`src/hw/rtl/ffd_pkg.sv`:
```
`timescale 1ns / 1ps
`default_nettype none

package ffd_pkg;

    // Longest key the matcher compares
    localparam int unsigned MAX_KEY_BYTES = 8;

    // Configuration register indexes
    localparam logic [1:0] CFG_FIELD_KEY      = 2'd0;
    localparam logic [1:0] CFG_KEY_LENGTH     = 2'd1;
    localparam logic [1:0] CFG_VALUE_CAPACITY = 2'd2;

    // Outcome codes
    localparam logic [2:0] OC_OK         = 3'd0;
    localparam logic [2:0] OC_NOT_FOUND  = 3'd1;
    localparam logic [2:0] OC_BAD_ESCAPE = 3'd2;
    localparam logic [2:0] OC_OVERFLOW   = 3'd3;
    localparam logic [2:0] OC_ZERO       = 3'd4;

    // Characters of the form syntax
    localparam logic [7:0] CH_NUL     = 8'h00;
    localparam logic [7:0] CH_PLUS    = 8'h2B;
    localparam logic [7:0] CH_PERCENT = 8'h25;
    localparam logic [7:0] CH_AMP     = 8'h26;
    localparam logic [7:0] CH_EQUAL   = 8'h3D;
    localparam logic [7:0] CH_SPACE   = 8'h20;
    localparam logic [7:0] CH_DIGIT_0 = 8'h30;
    localparam logic [7:0] CH_DIGIT_9 = 8'h39;
    localparam logic [7:0] CH_LOWER_A = 8'h61;
    localparam logic [7:0] CH_LOWER_F = 8'h66;
    localparam logic [7:0] CH_UPPER_A = 8'h41;
    localparam logic [7:0] CH_UPPER_F = 8'h46;

    // Hex digit decode result
    typedef struct packed {
        logic       ok;
        logic [3:0] val;
    } t_nibble;

    function automatic t_nibble hex_nibble(input logic [7:0] c);
        t_nibble res;
        logic [7:0] diff;
        res  = '0;
        diff = '0;
        case (c) inside
            [CH_DIGIT_0:CH_DIGIT_9]: begin
                diff    = c - CH_DIGIT_0;
                res.ok  = 1'b1;
                res.val = diff[3:0];
            end
            [CH_LOWER_A:CH_LOWER_F]: begin
                diff    = c - CH_LOWER_A + 8'd10;
                res.ok  = 1'b1;
                res.val = diff[3:0];
            end
            [CH_UPPER_A:CH_UPPER_F]: begin
                diff    = c - CH_UPPER_A + 8'd10;
                res.ok  = 1'b1;
                res.val = diff[3:0];
            end
            default: begin
                res = '0;
            end
        endcase
        return res;
    endfunction

endpackage

`default_nettype wire

```
`src/hw/rtl/form_field_extract_decode_top.sv`:
```
`timescale 1ns / 1ps
`default_nettype none

// URL-encoded form field decoder. Body bytes arrive one per transfer on the
// input channel; every accepted byte yields exactly one registered result
// transfer, carrying an optional decoded value byte and, on the byte that
// settles it, the finished flag and outcome. Unless a result is stalled, one
// byte is taken every clock: the whole per-byte step (key compare, hex merge,
// capacity compare) sits between the state registers and the output register,
// and the output register lets a new byte in while its result is being taken.
// After an outcome the rest of the body up to the byte marked last is dropped
// (each still gives an all-zero result). Configuration writes apply at once.
module form_field_extract_decode_top (
    input  wire logic        i_clk,
    input  wire logic        i_rst_n,
    // configuration write port
    input  wire logic        i_cfg_we,
    input  wire logic [1:0]  i_cfg_index,
    input  wire logic [63:0] i_cfg_data,
    // input channel
    input  wire logic        i_in_valid,
    output logic             o_in_ready,
    input  wire logic [7:0]  i_body_byte,
    input  wire logic        i_last_byte,
    // output channel
    output logic             o_out_valid,
    input  wire logic        i_out_ready,
    output logic [7:0]       o_value_byte,
    output logic             o_byte_valid,
    output logic             o_finished,
    output logic [2:0]       o_outcome
);

    // Phase codes
    localparam logic [2:0] PH_MATCH  = 3'd0;
    localparam logic [2:0] PH_SKIP   = 3'd1;
    localparam logic [2:0] PH_VALUE  = 3'd2;
    localparam logic [2:0] PH_ESC_HI = 3'd3;
    localparam logic [2:0] PH_ESC_LO = 3'd4;
    localparam logic [2:0] PH_DONE   = 3'd5;

    localparam logic [3:0] KEY_MAX = 4'(ffd_pkg::MAX_KEY_BYTES);

    // configuration
    logic [63:0] r_field_key;
    logic [3:0]  r_key_length;
    logic [7:0]  r_value_capacity;

    // parse state
    logic [2:0]  r_phase,         n_phase;
    logic [3:0]  r_match_pos,     n_match_pos;
    logic [3:0]  r_high_nib,      n_high_nib;
    logic [7:0]  r_bytes_written, n_bytes_written;

    // output register
    logic        r_out_valid;
    logic [7:0]  r_value_byte,    n_value_byte;
    logic        r_byte_valid,    n_byte_valid;
    logic        r_finished,      n_finished;
    logic [2:0]  r_outcome,       n_outcome;

    logic            accept;
    logic [3:0]      klen;
    logic [7:0]      key_char;
    logic            cap_full;
    ffd_pkg::t_nibble nib;
    logic [7:0]      esc_byte;

    // Outcome when the text ends in a given phase
    function automatic logic [2:0] end_outcome(input logic [2:0] ph);
        logic [2:0] oc;
        oc = ffd_pkg::OC_NOT_FOUND;
        if (ph == PH_VALUE) begin
            oc = ffd_pkg::OC_OK;
        end else if (ph == PH_ESC_HI || ph == PH_ESC_LO) begin
            oc = ffd_pkg::OC_BAD_ESCAPE;
        end
        return oc;
    endfunction

    // Accept when the output slot is free or is being taken this cycle
    assign o_in_ready = !r_out_valid || i_out_ready;
    assign accept     = i_in_valid && o_in_ready;

    // Per-byte helpers
    assign klen     = (r_key_length > KEY_MAX) ? KEY_MAX : r_key_length;
    assign key_char = r_field_key[{r_match_pos[2:0], 3'b000} +: 8];
    assign cap_full = ({1'b0, r_bytes_written} + 9'd1) >= {1'b0, r_value_capacity};
    assign nib      = ffd_pkg::hex_nibble(i_body_byte);
    assign esc_byte = {r_high_nib, nib.val};

    // One parse step
    always_comb begin
        n_phase         = r_phase;
        n_match_pos     = r_match_pos;
        n_high_nib      = r_high_nib;
        n_bytes_written = r_bytes_written;
        n_value_byte    = 8'd0;
        n_byte_valid    = 1'b0;
        n_finished      = 1'b0;
        n_outcome       = ffd_pkg::OC_OK;

        if (r_phase == PH_DONE) begin
            // dropping the rest of the body
            if (i_last_byte) begin
                n_phase         = PH_MATCH;
                n_match_pos     = 4'd0;
                n_high_nib      = 4'd0;
                n_bytes_written = 8'd0;
            end
        end else begin
            if (i_body_byte == ffd_pkg::CH_NUL) begin
                n_outcome  = end_outcome(r_phase);
                n_finished = 1'b1;
            end else begin
                case (r_phase)
                    PH_MATCH: begin
                        if (i_body_byte == ffd_pkg::CH_AMP) begin
                            n_match_pos = 4'd0;
                        end else if (r_match_pos < klen) begin
                            if (i_body_byte == key_char) begin
                                n_match_pos = r_match_pos + 4'd1;
                            end else begin
                                n_phase = PH_SKIP;
                            end
                        end else if (i_body_byte == ffd_pkg::CH_EQUAL) begin
                            n_phase         = PH_VALUE;
                            n_bytes_written = 8'd0;
                        end else begin
                            n_phase = PH_SKIP;
                        end
                    end
                    PH_SKIP: begin
                        if (i_body_byte == ffd_pkg::CH_AMP) begin
                            n_phase     = PH_MATCH;
                            n_match_pos = 4'd0;
                        end
                    end
                    PH_VALUE: begin
                        if (i_body_byte == ffd_pkg::CH_AMP) begin
                            n_outcome  = ffd_pkg::OC_OK;
                            n_finished = 1'b1;
                        end else if (cap_full) begin
                            n_outcome  = ffd_pkg::OC_OVERFLOW;
                            n_finished = 1'b1;
                        end else if (i_body_byte == ffd_pkg::CH_PERCENT) begin
                            n_phase = PH_ESC_HI;
                        end else begin
                            n_value_byte = (i_body_byte == ffd_pkg::CH_PLUS) ?
                                           ffd_pkg::CH_SPACE : i_body_byte;
                            n_byte_valid = 1'b1;
                        end
                    end
                    PH_ESC_HI: begin
                        if (!nib.ok) begin
                            n_outcome  = ffd_pkg::OC_BAD_ESCAPE;
                            n_finished = 1'b1;
                        end else begin
                            n_high_nib = nib.val;
                            n_phase    = PH_ESC_LO;
                        end
                    end
                    PH_ESC_LO: begin
                        if (!nib.ok) begin
                            n_outcome  = ffd_pkg::OC_BAD_ESCAPE;
                            n_finished = 1'b1;
                        end else if (esc_byte == 8'd0) begin
                            n_outcome  = ffd_pkg::OC_ZERO;
                            n_finished = 1'b1;
                        end else begin
                            n_value_byte = esc_byte;
                            n_byte_valid = 1'b1;
                            n_phase      = PH_VALUE;
                        end
                    end
                    default: begin
                        n_phase = PH_DONE;
                    end
                endcase
            end

            if (n_byte_valid) begin
                n_bytes_written = r_bytes_written + 8'd1;
            end

            // last byte settles the outcome from the phase it leaves behind
            if (!n_finished && i_last_byte) begin
                n_outcome  = end_outcome(n_phase);
                n_finished = 1'b1;
            end

            if (n_finished) begin
                if (i_last_byte) begin
                    n_phase         = PH_MATCH;
                    n_match_pos     = 4'd0;
                    n_high_nib      = 4'd0;
                    n_bytes_written = 8'd0;
                end else begin
                    n_phase = PH_DONE;
                end
            end
        end
    end

    // Configuration registers
    always_ff @(posedge i_clk) begin
        if (!i_rst_n) begin
            r_field_key      <= 64'd0;
            r_key_length     <= 4'd1;
            r_value_capacity <= 8'd64;
        end else if (i_cfg_we) begin
            case (i_cfg_index)
                ffd_pkg::CFG_FIELD_KEY:      r_field_key      <= i_cfg_data;
                ffd_pkg::CFG_KEY_LENGTH:     r_key_length     <= i_cfg_data[3:0];
                ffd_pkg::CFG_VALUE_CAPACITY: r_value_capacity <= i_cfg_data[7:0];
                default: begin
                end
            endcase
        end
    end

    // Parse state and output valid
    always_ff @(posedge i_clk) begin
        if (!i_rst_n) begin
            r_phase         <= PH_MATCH;
            r_match_pos     <= 4'd0;
            r_high_nib      <= 4'd0;
            r_bytes_written <= 8'd0;
            r_out_valid     <= 1'b0;
        end else begin
            if (accept) begin
                r_phase         <= n_phase;
                r_match_pos     <= n_match_pos;
                r_high_nib      <= n_high_nib;
                r_bytes_written <= n_bytes_written;
                r_out_valid     <= 1'b1;
            end else if (i_out_ready) begin
                r_out_valid     <= 1'b0;
            end
        end
    end

    // Result payload
    always_ff @(posedge i_clk) begin
        if (accept) begin
            r_value_byte <= n_value_byte;
            r_byte_valid <= n_byte_valid;
            r_finished   <= n_finished;
            r_outcome    <= n_outcome;
        end
    end

    assign o_out_valid  = r_out_valid;
    assign o_value_byte = r_value_byte;
    assign o_byte_valid = r_byte_valid;
    assign o_finished   = r_finished;
    assign o_outcome    = r_outcome;

endmodule

`default_nettype wire

```
`config.mk`:
```
export PLATFORM = sky130hd
export DESIGN_NAME = form_field_extract_decode_top
export DESIGN_NICKNAME = d
export VERILOG_FILES = /design/src/hw/rtl/ffd_pkg.sv /design/src/hw/rtl/form_field_extract_decode_top.sv
export SDC_FILE = /design/constraint.sdc
export NUM_CORES = 1
export LEC_CHECK = 0
export BUFFER_PORTS_ARGS = -buffer_cell sky130_fd_sc_hd__buf_2
export CAP_MARGIN = 40
export CELL_PAD_IN_SITES_DETAIL_PLACEMENT = 2
export CELL_PAD_IN_SITES_GLOBAL_PLACEMENT = 2
export CORE_MARGIN = 4
export CORE_UTILIZATION = 35
export DETAILED_ROUTE_END_ITERATION = 10
export GPL_ROUTABILITY_DRIVEN = 1
export PLACE_DENSITY_LB_ADDON = 0.05
export SLEW_MARGIN = 20
export SYNTH_ARGS = -nofsm -noshare
export SYNTH_HDL_FRONTEND = slang
export SYNTH_SLANG_ARGS = --single-unit
```
`constraint.sdc`:
```
create_clock -name i_clk -period 3.35 [get_ports i_clk]
set_clock_uncertainty 0.05 [all_clocks]
set_input_delay 0.1675 -clock i_clk [delete_from_list [all_inputs] [get_ports i_clk]]
set_output_delay 0.1675 -clock i_clk [all_outputs]
set_load 0.01 [all_outputs]
```
==> flow_summary.json <==
{
  "cp_max_fo": 5,
  "grt_pass1_vias": 5840,
  "finalHoldViolations": 0,
  "period_needed_ns": 3.30,
  "io_pins": 95,
  "multi_input_area_um2": 3540,
  "via_per_inst": 5.38,
  "crit_path_start": "r_bytes_written[1]$_SDFFE_PN0P_",
  "area_delta_synth_final_pct": 23.4,
  "instances_no_fill": 1028,
  "start_kind": "flip-flop",
  "worst-slew-pin-transition_ns": 0.766,
  "setup_viol": 0,
  "r2r_setup_slack_ns": 0.05,
  "seqCellArea_um2": 2310,
  "status": "completed",
  "start_util_pct": 36.1,
  "synth.cell_area_um2": 6050,
  "synth-seq-area-share_pct": 38.2,
  "syn-num-nets": 777,
  "crit_path_top_delay_cell": "or3_1",
  "ys_ff_latch": 109,
  "ant_nets": 0,
  "die_w_um": 139,
  "drtPass1Iterations": 4,
  "hold_path.class": "input pin to flip-flop",
  "critical_path_required_ns": 3.42,
  "yosys_warnings": 0,
  "cp_data_arrival_time_ns": 3.37,
  "timing.rr.start": "r_bytes_written[1]$_SDFFE_PN0P_",
  "r2r-end": "o_outcome[1]$_SDFFCE_PN0P_",
  "antenna_found_initial": 0,
  "num_antenna_cells": 0,
  "total_power_mw": 2.79,
  "power_density_nw_per_um2": 374,
  "grt_max_degree": 65,
  "clock_sink_count": 109,
  "crit_chain": "ha_1 -> and3_4 -> and3_4 -> xor2_1 -> ha_1 -> and3_1 -> a221oi_1 -> o211a_1 -> a22oi_2 -> or3_1 -> a211oi_2 -> o22ai_1",
  "hpwl_mm": 14.1,
  "cts_tree": "done",
  "die-height_um": 139,
  "final_nets": 900,
  "wirelength_mm": 19.7,
  "max_stage_delay_ns": 0.38,
  "syn_area_per_cell_um2": 8.89,
  "drive_gt1_share_pct": 21.2,
  "htreeDepth": 3,
  "p_leak_nw": 2.92,
  "clk_latency_ns": 0.37,
  "crit_buf_inv": 0,
  "via_count": 5530,
  "grt_usage_pct": 20.0,
  "cts_max_path_buffers": 2,
  "synthCells": 680,
  "fmax_mhz": 303,
  "peakVddDrop_v": 0.000321,
  "cp_num_cells": 12,
  "clkTransAtPathRegs_ns": 0.08,
  "core-area_um2": 16800,
  "maxCapViolCount": 0,
  "synth_edf_count": 13,
  "rows": 47,
  "reg2reg_depth": 12,
  "drt-wirelength-per-cell_um": 19.2,
  "ys_types": 69,
  "place.gp.congestion": 0.851,
  "worstSetupEndpointType": "flip-flop",
  "endpoint": "o_outcome[1]$_SDFFCE_PN0P_",
  "dp_cells": 980,
  "rsz0062_at_grt": "yes",
  "drt_iter0_markers": 233,
  "crit_family": "compound AO/OA/AOI/OAI gates",
  "remaining_drc_errors": 0,
  "slew_headroom_pct": 48.5,
  "grt_pass1_wl_mm": 31.7,
  "finalCritPeriodShare_pct": 98.6,
  "dieArea_um2": 19400,
  "criticalPathCategory": "flip-flop to flip-flop",
  "synthArstFlopShare_pct": 0,
  "fill_cells": 1863,
  "clockRootBuffer": "clkbuf_16",
  "port_buffers": 94,
  "synth-main-ff-cell": "dfxtp_1",
  "slew_violations": 0,
  "grt-ovfl-total": 0,
  "numCtsBuffers": 9
}
## flip-flops by register name, indices dropped and copies added, names as in the netlist
| signal | flops |
|---|---|
| r_key_length | 4 |
| r_high_nib | 4 |
| r_phase | 3 |
| o_out_valid | 1 |
| r_match_pos | 4 |
| r_value_capacity | 8 |
| r_field_key | 64 |
| r_bytes_written | 8 |
| o_finished | 1 |
| o_byte_valid | 1 |
| o_value_byte | 8 |
| o_outcome | 3 |
## synth_stat cells (all sizes together), types with 4 or more instances
library cell | instances | area share [%]
nand2 | 155 | 9.6
dfxtp | 96 | 32
a21boi | 68 | 8.4
clkbuf | 30 | 1.9
mux2i | 22 | 3.6
inv | 20 | 1.2
nor2 | 19 | 1.2
nor2b | 19 | 2.0
nand3 | 18 | 1.5
ha | 17 | 3.5
mux4 | 14 | 5.8
o21ai | 14 | 1.2
a21oi | 13 | 1.1
edfxtp | 13 | 6.5
a22o | 11 | 1.6
buf | 9 | 1.4
nor3 | 9 | 0.74
and2 | 8 | 0.83
xnor2 | 8 | 1.2
a21o | 7 | 0.87
nand3b | 7 | 0.87
xor2 | 7 | 1.0
a31oi | 6 | 0.62
nand2b | 6 | 0.62
nand4 | 6 | 0.62
nor4 | 6 | 0.62
a22oi | 5 | 0.62
and3 | 5 | 0.52
or3 | 5 | 0.52
a211oi | 4 | 0.50
a221oi | 4 | 0.58
o211ai | 4 | 0.50
or3b | 4 | 0.58
## where the power goes
group	total, mW	leakage, nW	switching, mW	internal, mW
clock network	1.09	0.143	0.559	0.528
logic	0.324	1.87	0.178	0.146
registers	1.38	0.910	0.0200	1.36
total	2.79	2.92	0.757	2.03
## layout by cell type, fill, tap and decap left out, drive strengths merged, types with 7 or more instances in the layout
cell type	instances
a22o	11
mux2i	22
mux4	14
a21o	7
dlygate4sd3	27
edfxtp	13
dfxtp	96
clkbuf	10
xnor2	8
nand3	18
xor2	7
and2	8
a21oi	13
ha	17
nor2b	19
nand3b	7
nand2	155
o21ai	14
inv	24
buf	125
nor3	9
nor2	19
a21boi	68
## area by class of cell
cell class / instances / share of cell area, %
Clock buffer: 10 / 3.07
Clock inverter: 6 / 0.838
Inverter: 20 / 1.01
Multi-Input combinational cell: 511 / 47.4
Sequential cell: 109 / 31.0
Tap cell: 220 / 3.69
Timing Repair Buffer: 152 / 13.0
## cells by family after synthesis
| group | count (synthesis) | synth area share [%] |
|---|---|---|
| XOR/XNOR | 15 | 2.17 |
| multiplexers | 38 | 9.79 |
| AO/OA/AOI/OAI | 162 | 19.7 |
| AND/OR/NAND/NOR | 279 | 21.9 |
| adder cells (fa/ha/maj) | 17 | 3.52 |
| flip-flops | 109 | 38.2 |
| buffers and inverters | 60 | 4.63 |
## metal layers
metal  share of wire, %  vias up  track usage (%)
met3                3.4       21             3.84
met2                 50      108             35.2
li1                   -     2680                -
met4                1.5        0             3.96
met1                 45     2721             25.5
met5                  0        -                0
## worst min path at each step
stage / slack, ns / endpoint / cells past startpoint / from
floorplan: 0.24 / r_key_length[0]$_SDFFE_PN1P_ / 2 / i_cfg_data[0]
global placement: 0.37 / r_field_key[48]$_SDFFE_PN0P_ / 3 / i_cfg_data[48]
detailed placement: 0.38 / r_field_key[45]$_SDFFE_PN0P_ / 3 / i_cfg_data[45]
CTS: 0.001 / r_field_key[11]$_SDFFE_PN0P_ / 3 / i_cfg_data[11]
global route: 0.009 / r_field_key[19]$_SDFFE_PN0P_ / 3 / i_cfg_data[19]
finish: 0.009 / r_field_key[19]$_SDFFE_PN0P_ / 3 / i_cfg_data[19]
## worst reg2reg max path: stages, from the launching register on
cell	delay, ns
dfxtp_2	0.36
ha_1	0.18
and3_4	0.20
and3_4	0.21
xor2_1	0.18
ha_1	0.27
and3_1	0.19
a221oi_1	0.28
o211a_1	0.32
a22oi_2	0.14
or3_1	0.38
a211oi_2	0.18
o22ai_1	0.11
## repair_timing
item                                    CTS  global route
hold endpoints to repair                 27             0
hold buffers                             27             0
buffers inserted                          0             4
cloned                                    0             1
endpoints found under the setup margin    1            10
pin swaps                                 1             5
resized for setup                         2            16
## stage by stage
step | setup slack [ns] | instance area (µm²) | TNS [ns] | util [%] | hold slack [ns]
after floorplan | 0.259 | 6050 | 0 | - | 0.243
after global placement | 0.192 | 6780 | 0 | 40.5 | 0.369
after detailed placement | 0.00794 | 6780 | 0 | 40.5 | 0.382
after CTS | 0.0232 | 7350 | 0 | 43.9 | 0.00116
after global routing | -0.142 | 7460 | -0.588 | 44.5 | 0.00894
final | 0.0482 | 7460 | 0 | 44.5 | 0.00896
(Power assumes the default switching activity.)
